File: config.mk
export PLATFORM = sky130hd
export DESIGN_NAME = at_response_line_matcher
export DESIGN_NICKNAME = d
export VERILOG_FILES = /design/src/rtl/core/alm_pkg.sv /design/src/rtl/core/alm_line_buf.sv /design/src/rtl/core/alm_pat_store.sv /design/src/rtl/core/alm_match_seq.sv /design/src/rtl/core/at_response_line_matcher.sv
export SDC_FILE = /design/constraint.sdc
export NUM_CORES = 2
export LEC_CHECK = 0
export ABC_AREA = 1
export BUFFER_PORTS_ARGS = -buffer_cell sky130_fd_sc_hd__buf_4
export CORE_ASPECT_RATIO = 0.9
export CORE_MARGIN = 8
export CORE_UTILIZATION = 40
export DETAILED_ROUTE_END_ITERATION = 16
export HOLD_SLACK_MARGIN = 0.02
export SYNTH_ARGS = -nofsm -noshare
export SYNTH_HDL_FRONTEND = slang
export SYNTH_HIERARCHICAL = 1
export SYNTH_SLANG_ARGS = --single-unit
File: constraint.sdc
create_clock -name clk -period 17.5 [get_ports clk]
set_input_delay 1.75 -clock clk [delete_from_list [all_inputs] [get_ports clk]]
set_output_delay 1.75 -clock clk [all_outputs]
set_load 0.02 [all_outputs]
File: src/rtl/core/alm_pkg.sv
// alm_pkg: shared sizes, codes and types of the reply line matcher
// no dependencies; imported by every module in rtl/core

package alm_pkg;

  localparam int NUM_RESPONSES = 4;
  localparam int NUM_ERRORS    = 2;
  localparam int LINE_BYTES    = 64;

  localparam int SLOT_COUNT = NUM_RESPONSES + NUM_ERRORS;
  localparam int POS_W      = $clog2(LINE_BYTES);
  localparam int LEN_W      = $clog2(LINE_BYTES + 1);
  localparam int SLOT_W     = (SLOT_COUNT > 1) ? $clog2(SLOT_COUNT) : 1;
  localparam int PAT_DEPTH  = SLOT_COUNT * LINE_BYTES;
  localparam int PAT_AW     = $clog2(PAT_DEPTH);

  localparam logic [7:0]  CHAR_CR     = 8'h0D;
  localparam logic [7:0]  CHAR_LF     = 8'h0A;
  localparam logic [2:0]  NO_MATCH    = 3'd4;
  localparam logic [24:0] ELAPSED_MAX = 25'h1FF_FFFF;

  typedef enum logic [2:0] {
    MODE_BYTE   = 3'd0,
    MODE_TICK   = 3'd1,
    MODE_CLEAR  = 3'd2,
    MODE_LOAD   = 3'd3,
    MODE_START  = 3'd4,
    MODE_REPEAT = 3'd5
  } mode_t;

  typedef enum logic [1:0] {
    ST_SUCCESS = 2'd0,
    ST_RUNNING = 2'd1,
    ST_REPEAT  = 2'd2,
    ST_FAILED  = 2'd3
  } status_t;

  typedef enum logic [2:0] {
    EV_NONE     = 3'd0,
    EV_RESPONSE = 3'd1,
    EV_ERROR    = 3'd2,
    EV_TIMEOUT  = 3'd3,
    EV_RESEND   = 3'd4
  } event_t;

  typedef enum logic [1:0] {
    S_CLEAR,
    S_IDLE,
    S_MATCH
  } top_state_t;

  typedef enum logic [1:0] {
    M_IDLE,
    M_ISSUE,
    M_CMP
  } match_state_t;

  typedef struct packed {
    logic              done;
    logic              hit;
    logic [SLOT_W-1:0] slot;
  } match_res_t;

endpackage

File: src/rtl/core/alm_line_buf.sv
// alm_line_buf: received line memory with fill count
// depends on alm_pkg; entries at or past the fill count read as zero

module alm_line_buf import alm_pkg::*; (
  input  logic             clk,
  input  logic             rst_n,
  input  logic             wr_en,
  input  logic [7:0]       wr_byte,
  input  logic             line_clear,
  input  logic [POS_W-1:0] rd_idx,
  output logic [7:0]       rd_data,
  output logic [LEN_W-1:0] line_len
);

  logic [7:0]       mem [LINE_BYTES];
  logic [LEN_W-1:0] len_r, len_nxt;
  logic [7:0]       rd_q_r;
  logic             rd_ok_r;
  logic             room;

  assign room = (len_r < LEN_W'(LINE_BYTES));

  always_comb begin
    len_nxt = len_r;
    if (wr_en && room) begin
      len_nxt = len_r + LEN_W'(1);
    end
    if (line_clear) begin
      len_nxt = '0;
    end
  end

  always_ff @(posedge clk) begin
    if (!rst_n) begin
      len_r <= '0;
    end else begin
      len_r <= len_nxt;
    end
  end

  always_ff @(posedge clk) begin
    if (wr_en && room) begin
      mem[len_r[POS_W-1:0]] <= wr_byte;
    end
    rd_q_r  <= mem[rd_idx];
    rd_ok_r <= (LEN_W'(rd_idx) < len_r);
  end

  assign rd_data  = rd_ok_r ? rd_q_r : 8'h00;
  assign line_len = len_r;

endmodule

File: src/rtl/core/alm_pat_store.sv
// alm_pat_store: response and error string memory with clearing sweep
// depends on alm_pkg; sweeps all entries after reset and on request

module alm_pat_store import alm_pkg::*; (
  input  logic              clk,
  input  logic              rst_n,
  input  logic              clear_start,
  input  logic              wr_en,
  input  logic [PAT_AW-1:0] wr_addr,
  input  logic [7:0]        wr_data,
  input  logic [PAT_AW-1:0] rd_addr,
  output logic [7:0]        rd_data,
  output logic              clearing
);

  logic [7:0]        mem [PAT_DEPTH];
  logic              clearing_r, clearing_nxt;
  logic [PAT_AW-1:0] cnt_r, cnt_nxt;
  logic [7:0]        rd_q_r;

  always_comb begin
    clearing_nxt = clearing_r;
    cnt_nxt      = cnt_r;
    if (clearing_r) begin
      if (cnt_r == PAT_AW'(PAT_DEPTH - 1)) begin
        clearing_nxt = 1'b0;
        cnt_nxt      = '0;
      end else begin
        cnt_nxt = cnt_r + PAT_AW'(1);
      end
    end else if (clear_start) begin
      clearing_nxt = 1'b1;
      cnt_nxt      = '0;
    end
  end

  always_ff @(posedge clk) begin
    if (!rst_n) begin
      clearing_r <= 1'b1;
      cnt_r      <= '0;
    end else begin
      clearing_r <= clearing_nxt;
      cnt_r      <= cnt_nxt;
    end
  end

  always_ff @(posedge clk) begin
    if (clearing_r) begin
      mem[cnt_r] <= 8'h00;
    end else if (wr_en) begin
      mem[wr_addr] <= wr_data;
    end
    rd_q_r <= mem[rd_addr];
  end

  assign rd_data  = rd_q_r;
  assign clearing = clearing_r;

endmodule

File: src/rtl/core/alm_match_seq.sv
// alm_match_seq: byte-serial string compare over all pattern slots
// depends on alm_pkg; reads alm_line_buf and alm_pat_store one byte per step

module alm_match_seq import alm_pkg::*; (
  input  logic              clk,
  input  logic              rst_n,
  input  logic              start,
  input  logic [7:0]        line_data,
  input  logic [7:0]        pat_data,
  output logic [POS_W-1:0]  line_idx,
  output logic [PAT_AW-1:0] pat_addr,
  output match_res_t        res
);

  match_state_t      state_r, state_nxt;
  logic [SLOT_W-1:0] slot_r, slot_nxt;
  logic [POS_W-1:0]  pos_r, pos_nxt;
  logic [PAT_AW-1:0] base_r, base_nxt;
  logic              done_r, done_nxt;
  logic              hit_r, hit_nxt;

  always_comb begin
    state_nxt = state_r;
    slot_nxt  = slot_r;
    pos_nxt   = pos_r;
    base_nxt  = base_r;
    done_nxt  = 1'b0;
    hit_nxt   = hit_r;
    unique case (state_r)
      M_IDLE: begin
        if (start) begin
          slot_nxt  = '0;
          pos_nxt   = '0;
          base_nxt  = '0;
          state_nxt = M_ISSUE;
        end
      end
      M_ISSUE: begin
        state_nxt = M_CMP;
      end
      M_CMP: begin
        priority if (line_data != pat_data) begin
          if (slot_r == SLOT_W'(SLOT_COUNT - 1)) begin
            done_nxt  = 1'b1;
            hit_nxt   = 1'b0;
            state_nxt = M_IDLE;
          end else begin
            slot_nxt  = slot_r + SLOT_W'(1);
            base_nxt  = base_r + PAT_AW'(LINE_BYTES);
            pos_nxt   = '0;
            state_nxt = M_ISSUE;
          end
        end else if (line_data == 8'h00 || pos_r == POS_W'(LINE_BYTES - 1)) begin
          done_nxt  = 1'b1;
          hit_nxt   = 1'b1;
          state_nxt = M_IDLE;
        end else begin
          pos_nxt   = pos_r + POS_W'(1);
          state_nxt = M_ISSUE;
        end
      end
      default: state_nxt = M_IDLE;
    endcase
  end

  always_ff @(posedge clk) begin
    if (!rst_n) begin
      state_r <= M_IDLE;
      done_r  <= 1'b0;
    end else begin
      state_r <= state_nxt;
      done_r  <= done_nxt;
    end
  end

  always_ff @(posedge clk) begin
    slot_r <= slot_nxt;
    pos_r  <= pos_nxt;
    base_r <= base_nxt;
    hit_r  <= hit_nxt;
  end

  assign line_idx = pos_r;
  assign pat_addr = base_r + PAT_AW'(pos_r);
  assign res.done = done_r;
  assign res.hit  = hit_r;
  assign res.slot = slot_r;

endmodule

File: src/rtl/core/at_response_line_matcher.sv
// at_response_line_matcher: top level, command state, tick timer and result register
// depends on alm_pkg, alm_line_buf, alm_pat_store and alm_match_seq
//
// channel   direction  transfer content
// in_*      slave      one input item: mode in tuser, other fields in tdata
// out_*     master     one result item per input item: event in tuser
//
// for most items the result is in the output register the next cycle
// a finished line while a command runs is compared against the slots in order through one
// byte comparator, each byte taking an issue step and a compare step, until a slot matches
// or all slots fail; the result is loaded into the output register when the compare ends
// the pattern memory is swept entry by entry after reset and after a
// clear item; no item is taken meanwhile
// ready is low while the output register holds a result that is not taken

module at_response_line_matcher import alm_pkg::*; (
  input  logic        clk,
  input  logic        rst_n,
  input  logic        in_tvalid,
  output logic        in_tready,
  // rx_byte[7:0], pattern_slot[10:8], pattern_pos[16:11], tick_count[32:17],
  // timeout_limit_in[56:33], critical_in[57], command_tag_in[65:58], zero[71:66]
  input  logic [71:0] in_tdata,
  // mode[2:0]
  input  logic [2:0]  in_tuser,
  output logic        out_tvalid,
  input  logic        out_tready,
  // match_index[2:0], critical_out[3], busy_res[4], status[6:5],
  // command_tag_out[14:7], zero[15]
  output logic [15:0] out_tdata,
  // event_res[2:0]
  output logic [2:0]  out_tuser
);

  top_state_t  state_r, state_nxt;
  status_t     status_r, status_nxt;
  logic        busy_r, busy_nxt;
  logic        crit_r, crit_nxt;
  logic [24:0] elapsed_r, elapsed_nxt;
  logic [23:0] limit_r, limit_nxt;
  logic [7:0]  tag_r, tag_nxt;
  logic [7:0]  prev_r, prev_nxt;

  logic        out_valid_r, out_valid_nxt;
  event_t      out_ev_r, out_ev_nxt;
  logic [2:0]  out_idx_r, out_idx_nxt;
  logic        out_crit_r, out_crit_nxt;
  logic        out_busy_r, out_busy_nxt;
  status_t     out_status_r, out_status_nxt;
  logic [7:0]  out_tag_r, out_tag_nxt;

  mode_t       mode;
  logic [7:0]  rx_byte;
  logic [2:0]  in_slot;
  logic [5:0]  in_pos;
  logic [15:0] in_ticks;
  logic [23:0] in_limit;
  logic        in_crit;
  logic [7:0]  in_tag;

  logic        accept;
  logic        load_out;
  event_t      ev;
  logic [2:0]  idx;
  logic [25:0] tick_sum;
  logic [24:0] tick_sat;

  logic              line_wr_en;
  logic              line_clear;
  logic [POS_W-1:0]  line_idx;
  logic [7:0]        line_data;
  logic [LEN_W-1:0]  line_len;
  logic              pat_clear;
  logic              pat_wr_en;
  logic [PAT_AW-1:0] pat_wr_addr;
  logic [PAT_AW-1:0] pat_rd_addr;
  logic [7:0]        pat_data;
  logic              pat_clearing;
  logic              match_start;
  match_res_t        match_res;

  assign mode     = mode_t'(in_tuser);
  assign rx_byte  = in_tdata[7:0];
  assign in_slot  = in_tdata[10:8];
  assign in_pos   = in_tdata[16:11];
  assign in_ticks = in_tdata[32:17];
  assign in_limit = in_tdata[56:33];
  assign in_crit  = in_tdata[57];
  assign in_tag   = in_tdata[65:58];

  assign in_tready = (state_r == S_IDLE) && (!out_valid_r || out_tready);
  assign accept    = in_tvalid && in_tready;

  assign tick_sum    = {1'b0, elapsed_r} + 26'(in_ticks);
  assign tick_sat    = tick_sum[25] ? ELAPSED_MAX : tick_sum[24:0];
  assign pat_wr_addr = PAT_AW'(int'(in_slot) * LINE_BYTES + int'(in_pos));

  always_comb begin
    state_nxt   = state_r;
    status_nxt  = status_r;
    busy_nxt    = busy_r;
    crit_nxt    = crit_r;
    elapsed_nxt = elapsed_r;
    limit_nxt   = limit_r;
    tag_nxt     = tag_r;
    prev_nxt    = prev_r;
    load_out    = 1'b0;
    ev          = EV_NONE;
    idx         = NO_MATCH;
    line_wr_en  = 1'b0;
    line_clear  = 1'b0;
    pat_clear   = 1'b0;
    pat_wr_en   = 1'b0;
    match_start = 1'b0;
    unique case (state_r)
      S_CLEAR: begin
        if (!pat_clearing) begin
          state_nxt = S_IDLE;
        end
      end
      S_IDLE: begin
        if (accept) begin
          load_out = 1'b1;
          unique case (mode)
            MODE_BYTE: begin
              line_wr_en = 1'b1;
              prev_nxt   = rx_byte;
              if (prev_r == CHAR_CR && rx_byte == CHAR_LF) begin
                if (status_r == ST_RUNNING || status_r == ST_REPEAT) begin
                  match_start = 1'b1;
                  load_out    = 1'b0;
                  state_nxt   = S_MATCH;
                end else begin
                  line_clear = 1'b1;
                end
              end
            end
            MODE_TICK: begin
              elapsed_nxt = tick_sat;
              if (status_r == ST_RUNNING) begin
                if ({1'b0, limit_r} <= tick_sat) begin
                  elapsed_nxt = '0;
                  status_nxt  = ST_FAILED;
                  busy_nxt    = crit_r;
                  ev          = EV_TIMEOUT;
                end
              end else if (status_r == ST_REPEAT) begin
                status_nxt = ST_RUNNING;
                ev         = EV_RESEND;
              end
            end
            MODE_CLEAR: begin
              pat_clear = 1'b1;
              state_nxt = S_CLEAR;
            end
            MODE_LOAD: begin
              pat_wr_en = (int'(in_slot) < SLOT_COUNT) && (int'(in_pos) < LINE_BYTES);
            end
            MODE_START: begin
              elapsed_nxt = '0;
              limit_nxt   = in_limit;
              crit_nxt    = in_crit;
              tag_nxt     = in_tag;
              status_nxt  = ST_RUNNING;
              busy_nxt    = 1'b1;
            end
            MODE_REPEAT: begin
              status_nxt = ST_REPEAT;
            end
            default: ;
          endcase
        end
      end
      S_MATCH: begin
        if (match_res.done) begin
          line_clear = 1'b1;
          load_out   = 1'b1;
          state_nxt  = S_IDLE;
          if (match_res.hit) begin
            if (int'(match_res.slot) < NUM_RESPONSES) begin
              busy_nxt   = 1'b0;
              status_nxt = ST_SUCCESS;
              ev         = EV_RESPONSE;
              idx        = 3'(match_res.slot);
            end else begin
              ev  = EV_ERROR;
              idx = 3'(int'(match_res.slot) - NUM_RESPONSES);
              if (crit_r) begin
                busy_nxt   = 1'b1;
                status_nxt = ST_REPEAT;
              end else begin
                busy_nxt   = 1'b0;
                status_nxt = ST_FAILED;
              end
            end
          end
        end
      end
      default: state_nxt = S_IDLE;
    endcase

    out_ev_nxt     = out_ev_r;
    out_idx_nxt    = out_idx_r;
    out_crit_nxt   = out_crit_r;
    out_busy_nxt   = out_busy_r;
    out_status_nxt = out_status_r;
    out_tag_nxt    = out_tag_r;
    if (load_out) begin
      out_valid_nxt  = 1'b1;
      out_ev_nxt     = ev;
      out_idx_nxt    = idx;
      out_crit_nxt   = crit_nxt;
      out_busy_nxt   = busy_nxt;
      out_status_nxt = status_nxt;
      out_tag_nxt    = tag_nxt;
    end else if (out_tready) begin
      out_valid_nxt = 1'b0;
    end else begin
      out_valid_nxt = out_valid_r;
    end
  end

  always_ff @(posedge clk) begin
    if (!rst_n) begin
      state_r     <= S_CLEAR;
      status_r    <= ST_FAILED;
      busy_r      <= 1'b0;
      crit_r      <= 1'b0;
      elapsed_r   <= '0;
      limit_r     <= '0;
      tag_r       <= '0;
      prev_r      <= '0;
      out_valid_r <= 1'b0;
    end else begin
      state_r     <= state_nxt;
      status_r    <= status_nxt;
      busy_r      <= busy_nxt;
      crit_r      <= crit_nxt;
      elapsed_r   <= elapsed_nxt;
      limit_r     <= limit_nxt;
      tag_r       <= tag_nxt;
      prev_r      <= prev_nxt;
      out_valid_r <= out_valid_nxt;
    end
  end

  always_ff @(posedge clk) begin
    out_ev_r     <= out_ev_nxt;
    out_idx_r    <= out_idx_nxt;
    out_crit_r   <= out_crit_nxt;
    out_busy_r   <= out_busy_nxt;
    out_status_r <= out_status_nxt;
    out_tag_r    <= out_tag_nxt;
  end

  assign out_tvalid = out_valid_r;
  assign out_tuser  = out_ev_r;
  assign out_tdata  = {1'b0, out_tag_r, out_status_r, out_busy_r, out_crit_r, out_idx_r};

  alm_line_buf u_line_buf (
    .clk        (clk),
    .rst_n      (rst_n),
    .wr_en      (line_wr_en),
    .wr_byte    (rx_byte),
    .line_clear (line_clear),
    .rd_idx     (line_idx),
    .rd_data    (line_data),
    .line_len   (line_len)
  );

  alm_pat_store u_pat_store (
    .clk         (clk),
    .rst_n       (rst_n),
    .clear_start (pat_clear),
    .wr_en       (pat_wr_en),
    .wr_addr     (pat_wr_addr),
    .wr_data     (rx_byte),
    .rd_addr     (pat_rd_addr),
    .rd_data     (pat_data),
    .clearing    (pat_clearing)
  );

  alm_match_seq u_match_seq (
    .clk       (clk),
    .rst_n     (rst_n),
    .start     (match_start),
    .line_data (line_data),
    .pat_data  (pat_data),
    .line_idx  (line_idx),
    .pat_addr  (pat_rd_addr),
    .res       (match_res)
  );

  a_done_in_match: assert property (@(posedge clk) disable iff (!rst_n)
    match_res.done |-> state_r == S_MATCH)
    else $error("compare finished outside of a line match");

  a_no_accept_clearing: assert property (@(posedge clk) disable iff (!rst_n)
    pat_clearing |-> !in_tready)
    else $error("input ready during pattern sweep");

  a_start_runs: assert property (@(posedge clk) disable iff (!rst_n)
    (accept && mode == MODE_START) |=> (status_r == ST_RUNNING) && busy_r)
    else $error("start transfer did not begin a command");

  a_line_len: assert property (@(posedge clk) disable iff (!rst_n)
    line_len <= LEN_W'(LINE_BYTES))
    else $error("line fill count past capacity");

  a_resp_success: assert property (@(posedge clk) disable iff (!rst_n)
    (out_valid_r && out_ev_r == EV_RESPONSE) |-> (out_status_r == ST_SUCCESS) && !out_busy_r)
    else $error("response match without success status");

endmodule
==> results by group <==
Detailed routing
  – Routed via count: between 90000 and 100k
  – Met3 WL: 33100 µm
  – DRT Pass-1 Iters: 7
  – Top Layer Used: met5
  – Post-route ant nets: 0
  – Metal2 WL: 186000 µm
  – Avg WL per Cell: around 22 µm
  – Drt drc: 0
  – Met1 WL: about 180000 µm
  – Total wire length: 410000 µm
  – Initial DRC count: 10620
  – Vias/cell: roughly 5.4

Floorplan
  – Die Ht: slightly above 600 µm
  – Placeable Area: 0.384 mm²
  – Die area: 0.405 mm²
  – FP Rows: 216
  – Die W: approximately 670 µm
  – IO Pins: 100
  – Starting Density: 40.1%

Power and ir drop
  – Static Leakage: 58.5 nW
  – Power Total: 0.0176 W
  – Max rail drop VDD: around 76 µV
  – Pwr dens: 104 mW/mm²

Yosys
  – Seq cells post-synth: 3724
  – Mapped Cells: 13154
  – Yosys warnings: 6
  – Net Count, Synth: 13292
  – Post-synth cell types: 56
  – Cell Area, Synth: 0.154 mm²
  – Avg Synthesized Cell Area: 11.7 µm²
  – Register area share after synthesis: 71.9%

Place
  – PortBufs: 92
  – Hpwl dp: ~220000 µm
  – Placed Area: 0.158 mm²
  – GP Congestion: 0.815

Setup path
  – Crit-path max FO: a little over 90
  – Crit. End Element: flip-flop
  – Arr. time, crit path: 6940 ps
  – Critical path class: input pin to flip-flop
  – Crit path required time: 18040 ps
  – Startpoint types: input pin
  – Reg2reg end: u_pat_store/mem[246][1]
  – R2r setup slk: 11330 ps
  – Worst r2r src: state_r[1]
  – Reg2Reg Depth: 12

Clock tree
  – Htree depth: 5
  – Post-cts sizing count: 0
  – CTS tree: built
  – Clk_lat worst skew: roughly 900 ps
  – CTS Sinks: 3724
  – Setup bufs post-CTS: 0
  – Cts bufs inserted: 378
  – CTS clk-pin slew, worst paths: 60 ps
  – Clock Tree Buf Depth: 4
  – Post-CTS Hold Buffers: 0
  – Root Buffer: clkbuf_16

Timing
  – Final setup fails: 0
  – Worst Tran Pin Value: ~1200 ps
  – RSZ-0062 raised after global routing: false
  – Fin. Hold Viols: 0
  – Slew HR: a little over a fifth
  – Tmin final: 6400 ps
  – Worst clock skew: around 40 ps
  – Fin. max-slew vios: 0
  – Period utilisation layout: 36.6%
  – Setup tns final: 0 ps
  – Fmax: 156 MHz

GRT
  – Total track usage: 19.5%
  – Largest net degree at the start of global routing: 210
  – Initial antenna violation count: 8
  – Grt ovf: 0
  – Vias in the first global route: 92595
  – First-pass GRT wire length: around 610000 µm

Cells and area
  – Fill cells: about 35000
  – Fraction of layout cells with a size suffix above 1: 6.43%
  – Commonest non-fill, non-tap cells in the layout: edfxtp_1 (3615), nand2_1 (3439), nand3_1 (2668), nor2_1 (1116), o21ai_0 (488)
  – Final Instance Area: 0.169 mm²
  – Area grow syn2layout: 9.83%
  – Layout Nets: about 13000
  – Most common cell after layout, fill and taps aside: edfxtp_1

Min path
  – Hold path start: u_pat_store/cnt_r[4]
  – Hold endpoint: u_pat_store/cnt_r[4]
  – Type of the worst min-delay path: flip-flop to flip-flop
  – Worst hold stages: 2

Status
  – Status: finished clean

Run
  – Max_cap viols: 0
## through the flow
stage	std cells	worst slack [ps]	utilization [%]	hold slack [ps]
6_report	18312	11100	44.1	467
3_5_place_dp	17637	10290	41.0	461
4_1_cts	18310	11230	44.1	470
2_1_floorplan	13154	3620	-	435
3_3_place_gp	17637	10410	41.0	455
5_1_grt	18311	10860	44.1	491
## metal layers
layer,up-vias,global-route usage (%)
li1,46095,-
met1,48636,28.2
met2,3976,30.3
met3,671,2.84
met4,2,6.02
met5,-,0
## worst max-delay path: stages
cell	delay, ps
buf_4	80
inv_1	40
a21oi_1	160
nand2_1	230
a211oi_1	520
nand2_4	390
nor2_4	160
buf_4	730
buf_4	880
buf_4	940
buf_4	890
## layout make-up
| class | instances | area, µm² | area share, % |
|---|---|---|---|
| inverter | 196 | 792 | 0.468 |
| clock buffer | 478 | 10000 | 5.91 |
| multi-input combinational | 8359 | 37600 | 22.2 |
| antenna | 2 | 5.00 | 0.00296 |
| clock inverter | 195 | 1640 | 0.972 |
| sequential | 3724 | 111000 | 65.4 |
| timing repair buffer | 235 | 2010 | 1.19 |
| tap | 5123 | 6410 | 3.79 |
## synthesized netlist by cell type, drive strengths merged
master | count | area, µm²
a211oi | 14 | 105
a21boi | 2 | 18.8
a21o | 5 | 37.5
a21oi | 91 | 467
a221oi | 2 | 17.5
a2bb2oi | 10 | 138
a31oi | 3 | 18.8
and2 | 1 | 6.26
buf | 591 | 4100
clkbuf | 284 | 1070
clkinv | 4 | 15.0
conb | 1 | 3.75
dfxtp | 109 | 2180
edfxtp | 3615 | 109000
fa | 1 | 20.0
ha | 58 | 726
inv | 192 | 728
nand2 | 3475 | 13200
nand3 | 2675 | 13400
nand3b | 6 | 45.0
nand4 | 7 | 43.8
nor2 | 1133 | 4300
nor3 | 21 | 141
nor3b | 2 | 15.0
nor4 | 4 | 25.0
o211ai | 3 | 22.5
o21a | 2 | 15.0
o21ai | 565 | 2850
o22ai | 241 | 1510
o31ai | 1 | 7.51
or2 | 9 | 56.3
or4 | 2 | 15.0
xnor2 | 13 | 114
xor2 | 12 | 105
## state kept, by name, summed over array words and instances, names as in the netlist, 6 cells and up
register	cells
u_pat_store/cnt_r	9
prev_r	8
tag_r	8
elapsed_r	25
out_tag_r	8
u_pat_store/rd_data	8
limit_r	24
u_pat_store/mem	3072
u_line_buf/mem	512
u_line_buf/line_len	7
u_line_buf/rd_q_r	8
u_match_seq/line_idx	6
## how the worst max path moves through the flow
stage	from	end	slack, ps
2_1_floorplan	out_tready	u_pat_store/mem[0][0]	3620
3_3_place_gp	out_tready	u_pat_store/mem[212][1]	10410
3_5_place_dp	out_tready	u_pat_store/mem[213][1]	10290
4_1_cts	out_tready	u_pat_store/mem[246][1]	11230
5_1_grt	out_tready	u_pat_store/mem[242][1]	10860
6_report	out_tready	u_pat_store/mem[246][1]	11100
## power by group
group	internal, W	switching (W)
Combinational	0.0000516	0.000145
Clock	0.00440	0.00332
Sequential	0.00966	0.00000808
Total	0.0141	0.00348
## cell families after synthesis
kind of cell             count (synthesis)  synth area share [%]
AO/OA/AOI/OAI                          939                  3.38
other                                    1               0.00243
AND/OR/NAND/NOR                       7335                  20.3
XOR/XNOR                                25                 0.142
flip-flops                            3724                  71.9
adder cells (fa/ha/maj)                 59                 0.484
buffers and inverters                 1071                  3.84
No activity file was read; power rests on OpenSTA's default activity.
